## src/hw/rtl/assert_macros.svh

```systemverilog
// Assertion macros shared by the byte-code machine RTL.
// Every macro samples on clock and is disabled while reset is high.
`ifndef ASSERT_MACROS_SVH
`define ASSERT_MACROS_SVH

// Consequent must hold in the same cycle as the antecedent.
`define XBVM_ASSERT_SAME(label, ante, cons, msg) \
   label: assert property (@(posedge clock) disable iff (reset) (ante) |-> (cons)) \
      else $error(msg);

// Consequent must hold in the cycle after the antecedent.
`define XBVM_ASSERT_NEXT(label, ante, cons, msg) \
   label: assert property (@(posedge clock) disable iff (reset) (ante) |=> (cons)) \
      else $error(msg);

`endif

```

## src/hw/rtl/xbvm_pkg.sv

```systemverilog
// Shared types, constants and helpers of the byte-code machine core.
// No dependencies; every other RTL file but assert_macros.svh imports this package.
package xbvm_pkg;

   localparam int BYTE_W     = 8;
   localparam int PC_WIDTH   = 8;
   localparam int REG_IDX_W  = 2;
   localparam int NUM_REGS   = 1 << REG_IDX_W;
   localparam int MEM_ADDR_W = 8;
   localparam int MEM_DEPTH  = 1 << MEM_ADDR_W;

   localparam logic [BYTE_W-1:0] KEY_RESET = 8'h9B;

   // decoded opcodes
   localparam logic [BYTE_W-1:0] OP_SET   = 8'h01;
   localparam logic [BYTE_W-1:0] OP_ADD   = 8'h02;
   localparam logic [BYTE_W-1:0] OP_PRINT = 8'h03;
   localparam logic [BYTE_W-1:0] OP_LOAD  = 8'h04;
   localparam logic [BYTE_W-1:0] OP_STORE = 8'h05;
   localparam logic [BYTE_W-1:0] OP_CMP   = 8'h06;
   localparam logic [BYTE_W-1:0] OP_JMP   = 8'h07;
   localparam logic [BYTE_W-1:0] OP_JEQ   = 8'h08;
   localparam logic [BYTE_W-1:0] OP_JNE   = 8'h09;
   localparam logic [BYTE_W-1:0] OP_HALT  = 8'hFF;

   // transaction kinds
   localparam logic FUNC_MEM_WRITE = 1'b0;
   localparam logic FUNC_EXECUTE   = 1'b1;

   // configuration port
   localparam int CSR_ADDR_W = 3;
   localparam int CSR_DATA_W = 32;
   localparam logic CSR_IDX_XOR_KEY = 1'b0;

   typedef struct packed {
      logic              func;
      logic [BYTE_W-1:0] code_byte0;
      logic [BYTE_W-1:0] code_byte1;
      logic [BYTE_W-1:0] code_byte2;
      logic [BYTE_W-1:0] code_byte3;
      logic [BYTE_W-1:0] data_addr;
      logic [BYTE_W-1:0] data_value;
   } req_type;

   typedef struct packed {
      logic [BYTE_W-1:0]        next_pc;
      logic                     print_valid;
      logic signed [BYTE_W-1:0] print_value;
      logic                     halted;
      logic                     illegal_op;
   } rsp_type;

   typedef struct packed {
      logic              func;
      logic [BYTE_W-1:0] op;
      logic [BYTE_W-1:0] a;
      logic [BYTE_W-1:0] b;
      logic [BYTE_W-1:0] c;
      logic [BYTE_W-1:0] data_addr;
      logic [BYTE_W-1:0] data_value;
   } dec_type;

   typedef struct packed {
      logic                  en;
      logic [MEM_ADDR_W-1:0] addr;
      logic [BYTE_W-1:0]     data;
   } mem_wr_type;

   function automatic logic [MEM_ADDR_W-1:0] mem_index(input logic [BYTE_W-1:0] v);
      return v[MEM_ADDR_W-1:0];
   endfunction

   function automatic logic [REG_IDX_W-1:0] reg_index(input logic [BYTE_W-1:0] v);
      return v[REG_IDX_W-1:0];
   endfunction

endpackage

```

## src/hw/rtl/xbvm_chan_if.sv

```systemverilog
// Valid/ready channel interfaces for request and response transactions.
// Depends on xbvm_pkg for the payload types.
interface xbvm_req_if
   import xbvm_pkg::*;
();
   logic    valid;
   logic    ready;
   req_type payload;

   modport source (output valid, output payload, input ready);
   modport sink (input valid, input payload, output ready);
endinterface

interface xbvm_rsp_if
   import xbvm_pkg::*;
();
   logic    valid;
   logic    ready;
   rsp_type payload;

   modport source (output valid, output payload, input ready);
   modport sink (input valid, input payload, output ready);
endinterface

```

## src/hw/rtl/xbvm_data_mem.sv

```systemverilog
// Data memory: synchronous RAM with a registered read, write forwarding and
// per-entry valid bits that make unwritten entries read as zero after reset.
// Depends on xbvm_pkg and assert_macros.svh.
`include "assert_macros.svh"

module xbvm_data_mem
   import xbvm_pkg::*;
(
   input  logic                  clock,
   input  logic                  reset,
   input  logic                  rd_en,
   input  logic [MEM_ADDR_W-1:0] rd_addr,
   input  mem_wr_type            wr,
   output logic [BYTE_W-1:0]     rd_data
);

   logic [BYTE_W-1:0]    mem_array [MEM_DEPTH];
   logic [MEM_DEPTH-1:0] valid_ff, valid_in;
   logic [BYTE_W-1:0]    rd_data_ff;
   logic                 rd_hit_ff, rd_hit_in;
   logic                 fwd;

   assign fwd = wr.en && (wr.addr == rd_addr);

   always_comb begin
      valid_in = valid_ff;
      if (wr.en) begin
         valid_in[wr.addr] = 1'b1;
      end
   end

   always_comb begin
      rd_hit_in = rd_hit_ff;
      if (rd_en) begin
         rd_hit_in = fwd || valid_ff[rd_addr];
      end
   end

   always_ff @(posedge clock) begin
      if (wr.en) begin
         mem_array[wr.addr] <= wr.data;
      end
   end

   // take the data being written this edge over the stale array contents
   always_ff @(posedge clock) begin
      if (rd_en) begin
         if (fwd) begin
            rd_data_ff <= wr.data;
         end else begin
            rd_data_ff <= mem_array[rd_addr];
         end
      end
   end

   always_ff @(posedge clock) begin
      if (reset) begin
         valid_ff  <= '0;
         rd_hit_ff <= 1'b0;
      end else begin
         valid_ff  <= valid_in;
         rd_hit_ff <= rd_hit_in;
      end
   end

   assign rd_data = rd_hit_ff ? rd_data_ff : '0;

   `XBVM_ASSERT_NEXT(a_wr_sets_valid, wr.en, valid_ff[$past(wr.addr)], "written entry not valid")

endmodule

```

## src/hw/rtl/xbvm_exec.sv

```systemverilog
// Execute stage: register file, equality flag and program counter, and the
// per-opcode next-state logic. Depends on xbvm_pkg and assert_macros.svh.
`include "assert_macros.svh"

module xbvm_exec
   import xbvm_pkg::*;
(
   input  logic              clock,
   input  logic              reset,
   input  logic              go,
   input  dec_type           dec,
   input  logic [BYTE_W-1:0] mem_rd_data,
   output mem_wr_type        mem_wr,
   output rsp_type           result
);

   logic [BYTE_W-1:0]   reg_file_ff [NUM_REGS];
   logic                equal_flag_ff, equal_flag_in;
   logic [PC_WIDTH-1:0] pc_ff, pc_in;

   logic [BYTE_W-1:0]    reg_a, reg_b, reg_c;
   logic                 reg_we;
   logic [REG_IDX_W-1:0] reg_wa;
   logic [BYTE_W-1:0]    reg_wd;
   logic [PC_WIDTH-1:0]  pc_jump;
   logic                 mem_we;
   logic                 pc_hold;

   assign reg_a   = reg_file_ff[reg_index(dec.a)];
   assign reg_b   = reg_file_ff[reg_index(dec.b)];
   assign reg_c   = reg_file_ff[reg_index(dec.c)];
   assign pc_jump = pc_ff + PC_WIDTH'($signed(dec.a));

   always_comb begin
      pc_in              = pc_ff;
      equal_flag_in      = equal_flag_ff;
      reg_we             = 1'b0;
      reg_wa             = reg_index(dec.a);
      reg_wd             = dec.b;
      mem_we             = 1'b0;
      mem_wr.addr        = mem_index(dec.data_addr);
      mem_wr.data        = dec.data_value;
      result.print_valid = 1'b0;
      result.print_value = '0;
      result.halted      = 1'b0;
      result.illegal_op  = 1'b0;
      if (dec.func == FUNC_MEM_WRITE) begin
         mem_we = 1'b1;
      end else begin
         unique case (dec.op)
            OP_SET: begin
               reg_we = 1'b1;
               pc_in  = pc_ff + PC_WIDTH'(3);
            end
            OP_ADD: begin
               reg_we = 1'b1;
               reg_wd = reg_b + reg_c;
               pc_in  = pc_ff + PC_WIDTH'(4);
            end
            OP_PRINT: begin
               result.print_valid = 1'b1;
               result.print_value = reg_a;
               pc_in              = pc_ff + PC_WIDTH'(2);
            end
            OP_LOAD: begin
               reg_we = 1'b1;
               reg_wd = mem_rd_data;
               pc_in  = pc_ff + PC_WIDTH'(3);
            end
            OP_STORE: begin
               mem_we      = 1'b1;
               mem_wr.addr = mem_index(dec.a);
               mem_wr.data = reg_b;
               pc_in       = pc_ff + PC_WIDTH'(3);
            end
            OP_CMP: begin
               equal_flag_in = (reg_a == reg_b);
               pc_in         = pc_ff + PC_WIDTH'(3);
            end
            OP_JMP: begin
               pc_in = pc_jump;
            end
            OP_JEQ: begin
               pc_in = equal_flag_ff ? pc_jump : pc_ff + PC_WIDTH'(2);
            end
            OP_JNE: begin
               pc_in = !equal_flag_ff ? pc_jump : pc_ff + PC_WIDTH'(2);
            end
            OP_HALT: begin
               result.halted = 1'b1;
            end
            default: begin
               result.illegal_op = 1'b1;
            end
         endcase
      end
      mem_wr.en      = go && mem_we;
      result.next_pc = BYTE_W'(pc_in);
   end

   assign pc_hold = result.halted || result.illegal_op || (dec.func == FUNC_MEM_WRITE);

   always_ff @(posedge clock) begin
      if (reset) begin
         for (int i = 0; i < NUM_REGS; i++) begin
            reg_file_ff[i] <= '0;
         end
         equal_flag_ff <= 1'b0;
         pc_ff         <= '0;
      end else if (go) begin
         if (reg_we) begin
            reg_file_ff[reg_wa] <= reg_wd;
         end
         equal_flag_ff <= equal_flag_in;
         pc_ff         <= pc_in;
      end
   end

   `XBVM_ASSERT_NEXT(a_pc_holds, go && pc_hold, $stable(pc_ff), "counter moved on hold")
   `XBVM_ASSERT_SAME(a_wr_needs_go, mem_wr.en, go, "memory write without execute")
   `XBVM_ASSERT_SAME(a_print_zero, !result.print_valid, result.print_value == '0, "stray print")

endmodule

```

## src/hw/rtl/xor_bytecode_vm_core.sv

```systemverilog
// A transaction accepted into s1_dec_ff reaches rsp_data_ff when go fires.
// Throughput: one transaction per cycle while responses are taken; decode and
// data memory read happen at accept, execute and state update when go fires.
// Reset: synchronous; registers, flag, counter and key reset together and data
// memory valid bits clear at once, so no clearing pass is needed.
// Depends on xbvm_pkg, xbvm_chan_if, xbvm_data_mem and xbvm_exec.
module xor_bytecode_vm_core
   import xbvm_pkg::*;
(
   input  logic                  clock,
   input  logic                  reset,
   xbvm_req_if.sink              req_ch,
   xbvm_rsp_if.source            rsp_ch,
   input  logic                  psel,
   input  logic                  penable,
   input  logic                  pwrite,
   input  logic [CSR_ADDR_W-1:0] paddr,
   input  logic [CSR_DATA_W-1:0] pwdata,
   output logic [CSR_DATA_W-1:0] prdata,
   output logic                  pready
);

   logic [BYTE_W-1:0] key_ff, key_in;
   logic              s1_valid_ff, s1_valid_in;
   dec_type           s1_dec_ff;
   logic              rsp_valid_ff, rsp_valid_in;
   rsp_type           rsp_data_ff;

   dec_type           dec_in;
   logic              accept, go, csr_wr;
   logic [BYTE_W-1:0] mem_rd_data;
   mem_wr_type        mem_wr;
   rsp_type           exec_result;

   // configuration register
   assign pready = 1'b1;
   assign csr_wr = psel && penable && pwrite && pready;
   assign prdata = (paddr[2] == CSR_IDX_XOR_KEY) ? CSR_DATA_W'(key_ff) : '0;

   always_comb begin
      key_in = key_ff;
      if (csr_wr && paddr[2] == CSR_IDX_XOR_KEY) begin
         key_in = pwdata[BYTE_W-1:0];
      end
   end

   // descramble at accept
   always_comb begin
      dec_in.func       = req_ch.payload.func;
      dec_in.op         = req_ch.payload.code_byte0 ^ key_ff;
      dec_in.a          = req_ch.payload.code_byte1 ^ key_ff;
      dec_in.b          = req_ch.payload.code_byte2 ^ key_ff;
      dec_in.c          = req_ch.payload.code_byte3 ^ key_ff;
      dec_in.data_addr  = req_ch.payload.data_addr;
      dec_in.data_value = req_ch.payload.data_value;
   end

   // advance the execute stage whenever the response register frees up
   assign go           = s1_valid_ff && (!rsp_valid_ff || rsp_ch.ready);
   assign req_ch.ready = !s1_valid_ff || go;
   assign accept       = req_ch.valid && req_ch.ready;

   assign s1_valid_in  = accept ? 1'b1 : (go ? 1'b0 : s1_valid_ff);
   assign rsp_valid_in = go ? 1'b1 : (rsp_ch.ready ? 1'b0 : rsp_valid_ff);

   always_ff @(posedge clock) begin
      if (reset) begin
         key_ff       <= KEY_RESET;
         s1_valid_ff  <= 1'b0;
         rsp_valid_ff <= 1'b0;
      end else begin
         key_ff       <= key_in;
         s1_valid_ff  <= s1_valid_in;
         rsp_valid_ff <= rsp_valid_in;
      end
   end

   always_ff @(posedge clock) begin
      if (accept) begin
         s1_dec_ff <= dec_in;
      end
      if (go) begin
         rsp_data_ff <= exec_result;
      end
   end

   xbvm_data_mem u_data_mem (
      .clock   (clock),
      .reset   (reset),
      .rd_en   (accept),
      .rd_addr (mem_index(dec_in.b)),
      .wr      (mem_wr),
      .rd_data (mem_rd_data)
   );

   xbvm_exec u_exec (
      .clock       (clock),
      .reset       (reset),
      .go          (go),
      .dec         (s1_dec_ff),
      .mem_rd_data (mem_rd_data),
      .mem_wr      (mem_wr),
      .result      (exec_result)
   );

   assign rsp_ch.valid   = rsp_valid_ff;
   assign rsp_ch.payload = rsp_data_ff;

endmodule

```

## src/flat_wrapper.sv

```systemverilog
// flat-port wrapper written by rule: the top's interface ports become plain ports
module xor_bytecode_vm_core_flat import xbvm_pkg::*;
  (clock, reset, psel, penable, pwrite, paddr, pwdata, prdata, pready, req_ch_valid, req_ch_payload, req_ch_ready, rsp_ch_valid, rsp_ch_payload, rsp_ch_ready);
  xbvm_req_if req_ch_i ();
  xbvm_rsp_if rsp_ch_i ();
  input  logic clock;
  input  logic reset;
  input  logic psel;
  input  logic penable;
  input  logic pwrite;
  input  logic [CSR_ADDR_W-1:0] paddr;
  input  logic [CSR_DATA_W-1:0] pwdata;
  output logic [CSR_DATA_W-1:0] prdata;
  output logic pready;
  input wire logic [$bits(req_ch_i.valid)-1:0] req_ch_valid;
  input wire logic [$bits(req_ch_i.payload)-1:0] req_ch_payload;
  output wire logic [$bits(req_ch_i.ready)-1:0] req_ch_ready;
  output wire logic [$bits(rsp_ch_i.valid)-1:0] rsp_ch_valid;
  output wire logic [$bits(rsp_ch_i.payload)-1:0] rsp_ch_payload;
  input wire logic [$bits(rsp_ch_i.ready)-1:0] rsp_ch_ready;
  assign req_ch_i.valid = req_ch_valid;
  assign req_ch_i.payload = req_ch_payload;
  assign req_ch_ready = req_ch_i.ready;
  assign rsp_ch_valid = rsp_ch_i.valid;
  assign rsp_ch_payload = rsp_ch_i.payload;
  assign rsp_ch_i.ready = rsp_ch_ready;
  xor_bytecode_vm_core u_core (.clock(clock), .reset(reset), .req_ch(req_ch_i), .rsp_ch(rsp_ch_i), .psel(psel), .penable(penable), .pwrite(pwrite), .paddr(paddr), .pwdata(pwdata), .prdata(prdata), .pready(pready));
endmodule
```

## config.mk

```make
export PLATFORM = sky130hd
export DESIGN_NAME = xor_bytecode_vm_core_flat
export DESIGN_NICKNAME = d
export VERILOG_FILES = /design/src/hw/rtl/xbvm_pkg.sv /design/src/hw/rtl/xbvm_chan_if.sv /design/src/hw/rtl/xbvm_data_mem.sv /design/src/hw/rtl/xbvm_exec.sv /design/src/hw/rtl/xor_bytecode_vm_core.sv /design/src/flat_wrapper.sv
export VERILOG_INCLUDE_DIRS = /design/src /design/src/hw/rtl
export SDC_FILE = /design/constraint.sdc
export NUM_CORES = 2
export LEC_CHECK = 0
export BUFFER_PORTS_ARGS = -buffer_cell sky130_fd_sc_hd__buf_4
export CAP_MARGIN = 15
export CORE_MARGIN = 5
export CORE_UTILIZATION = 31
export DETAILED_ROUTE_END_ITERATION = 10
export GPL_ROUTABILITY_DRIVEN = 0
export GPL_TIMING_DRIVEN = 0
export SLEW_MARGIN = 20
export SYNTH_ARGS = -nofsm -noshare
export SYNTH_HDL_FRONTEND = slang
export SYNTH_SLANG_ARGS = --single-unit
```

## constraint.sdc

```tcl
create_clock -name clock -period 6 [get_ports clock]
set_input_delay 1.2 -clock clock [delete_from_list [all_inputs] [get_ports clock]]
set_output_delay 1.2 -clock clock [all_outputs]
set_load 0.02 [all_outputs]
```

==> results.md <==
- CP endpoint kind: register
- Critical hold path startpoint: req_ch_payload[6]
- DPL Wire Length: 241 mm
- Cells after Synth: 5333
- Worst Hold Class: in2reg
- Detailed-router iteration count before antenna repair: 8
- YS warnings: 0
- Wire per inst: 35.0 um
- TritonCTS clock tree: yes
- Hold-fix buffers, CTS: 0
- Post-CTS setup buffers: 0
- Nets: 5887
- Die H: 565 um
- Syn avg cell area: 17.9 um^2
- Final Hold Viols: 0
- Share of the synthesized area in the top cell type: 67.7%
- Root buffer cell: clkbuf_16
- Netlist cell types: 76
- Post-Syn Area: ~0.095 mm^2
- CP max stage delay: around 0.71 ns
- Final Worst Setup Slack: -0.279 ns
- Post-CTS Resized: 16
- Clock-pin slew on the worst setup and hold paths: around 0.060 ns
- Max_cap viols: 0
- Max transition margin: 12.7%
- R2R Path Start: u_core.key_ff[1]
- DR vias: 58443
- PD cells: 337 mW/mm^2
- Count of final setup violators: 16
- FF+latch count, synth: 2432
- Outcome: complete, but fails checks
- Crit-path slowest cell: buf_2
- Top FF cell, synth: edfxtp_1
- Leak: 35.5 nW
- Multi-input gate area: 0.0242 mm^2
- CP cell instances: clkbuf_1 -> xnor2_2 -> inv_1 -> clkbuf_1 -> buf_2 -> buf_2 -> buf_2 -> mux4_2 -> a22oi_1 -> a21oi_1 -> o31a_1 -> o21ai_0 -> nand3_1
- Final min period: 6.28 ns
- Max Clock Skew: around 0.066 ns
- Top Ports: 145
- Largest net degree at the start of global routing: approximately 130
- Row cnt: 203
- Share of layout cells above drive strength 1: 25.0%
- CTS Sinks: 2432
- Global-route wire length before repair: around 470 mm
- Max VDD drop: 268 uV
- Total die area: 0.319 mm^2
- Fin Setup TNS: -1.51 ns
- Max-slew violations: 0
- Arrival time at the worst endpoint: 6.84 ns
- Initial Util: 31.2%
- Pwr Total: 0.0377 W
- RSZ-0062 raised after global routing: yes
- Htree depth: 4
- Number of synthesized flops with an enable pin: 2150
- DRC Markers: 0
- Initial antenna violation count: 27
- Startpoint types: register
- Smallest hold slack: 0.436 ns
- Number of global-route vias before repair: ~55000
- Antenna Violating Nets Remaining: 0
- Worst-Skew Late Latency: 0.96 ns
- Most frequent cells in the layout: edfxtp_1 (2150), nor2_1 (734), mux4_2 (578)
- Crit path from: u_core.key_ff[1]
- Failing checks: negative setup slack
- DR vias/cell: 5.78
- Worst path most repeated cell: buf_2
- Total core area: 0.306 mm^2
- Port-buffer cells: 87
- Largest area contributor in the netlist: edfxtp_1
- Drt initial violations: about 11000
- Fill cells: 28049
- Highest clock rate: 159 MHz
- Gr usage total: 21.6%
- Asr flop ratio synth: 0%
- Overflow after GRT: 0
- Num CTS Buffers: approximately 240
- Post-Route WL: 354 mm
- Critical Path RT: 6.57 ns
- Largest cells by area after synthesis: edfxtp_1 (68%), mux4_2 (14%), dfxtp_1 (5.9%), nor2_1 (3.2%), nand2_1 (0.99%)
- Area grow syn2layout: 17.3%
- Sequential area share after synthesis: approximately 74%
- Period Utilization, post-route: 105%
- CP max FO: 10
- Slew @ Worst Pin: 1.31 ns
- Most common cell after layout, fill and taps aside: edfxtp_1
- Critical path class: reg2reg
- Sequential Area: 0.0702 mm^2
- Die W: 565 um
- Clock tree buffer depth: 3
routing by layer:
metal	part of all wire [%]	up-vias	global-route usage, %
li1	-	22064	-
met1	35	30380	26.6
met2	42	4863	31.1
met3	16	1113	10.2
met4	6.8	23	12.0
met5	0.14	-	0.536
flip-flops by register name, summed over array words and instances, names as in the netlist, named ones only:
register / flops
u_core.u_data_mem.mem_array: 2048
u_core.u_data_mem.valid_ff: 256
u_core.u_exec.equal_flag_ff: 1
u_core.rsp_ch.payload: 19
u_core.u_data_mem.rd_data_ff: 8
u_core.u_exec.reg_file_ff: 32
u_core.s1_dec_ff: 43
u_core.u_data_mem.rd_hit_ff: 1
u_core.rsp_ch.valid: 1
u_core.key_ff: 8
u_core.u_exec.pc_ff: 8
u_core.s1_valid_ff: 1
critical path, delay by kind of cell (launching register included):
| kind | cells | cell delay (ns) |
|---|---|---|
| buf+inv | 6 | 2.88 |
| simple gates | 1 | 0.43 |
| flops | 1 | 0.31 |
| mux | 1 | 0.41 |
| compound gates | 4 | 1.53 |
| xor+xnor | 1 | 0.28 |
through the flow:
stage	cell area (um^2)	instances	util, %	setup slack (ns)
final	112000	10105	36.5	-0.279
after detailed placement	104000	9634	33.8	-1.50
after global placement	101000	9543	33.1	-4.10
after CTS	112000	10089	36.5	0.0292
after global routing	112000	10092	36.5	-0.0665
after floorplan	95400	5356	-	0.0365
final cells by class:
| type | instances | share of cell area [%] |
|---|---|---|
| flip-flops and latches | 2432 | 62.8 |
| multi-input cells | 2570 | 21.6 |
| clock buffers | 297 | 5.76 |
| well taps | 4100 | 4.59 |
| repair buffers | 179 | 2.19 |
| plain buffers | 327 | 1.46 |
| clock inverters | 158 | 1.45 |
| inverters | 25 | 0.0928 |
| diodes | 17 | 0.0380 |
synth_stat cells, types with 38 or more instances:
| cell type | n |
|---|---|
| edfxtp_1 | 2150 |
| nor2_1 | 815 |
| mux4_2 | 578 |
| dfxtp_1 | 282 |
| nand2_1 | 251 |
| clkbuf_1 | 195 |
| nand3_1 | 92 |
| a22oi_1 | 91 |
| a21oi_1 | 86 |
| mux2i_1 | 75 |
| buf_2 | 61 |
| o21ai_0 | 56 |
| a22o_1 | 49 |
| a221oi_1 | 47 |
| buf_1 | 44 |
| o22ai_1 | 38 |
power by group:
group | total [W] | switching (W) | internal (W)
Clock | 0.0155 | 0.00672 | 0.00876
Combinational | 0.00372 | 0.00261 | 0.00111
Sequential | 0.0185 | 0.0000413 | 0.0185
Total | 0.0377 | 0.00937 | 0.0283
path summary, 6_finish.rpt:
kind,to,slack (ns),cells past startpoint
setup reg to reg,u_core.u_data_mem.rd_data_ff[6],-0.28,13
hold / removal,u_core.s1_dec_ff[6],0.44,1
setup / recovery,u_core.u_data_mem.rd_data_ff[6],-0.28,13
hold reg to reg,u_core.u_data_mem.valid_ff[192],0.47,2
kinds of logic (layout without fill, tap and decap cells):
logic type,count (synthesis),in the layout,share of synthesized area (%)
compound gates,491,491,3.69
fa+ha+maj,20,20,0.278
mux,660,660,14.5
simple gates,1316,1316,5.75
other cells,2,42,0.00788
buf+inv,354,986,1.60
xor+xnor,58,58,0.541
flops,2432,2432,73.6
No activity file was read; power rests on OpenSTA's default activity.
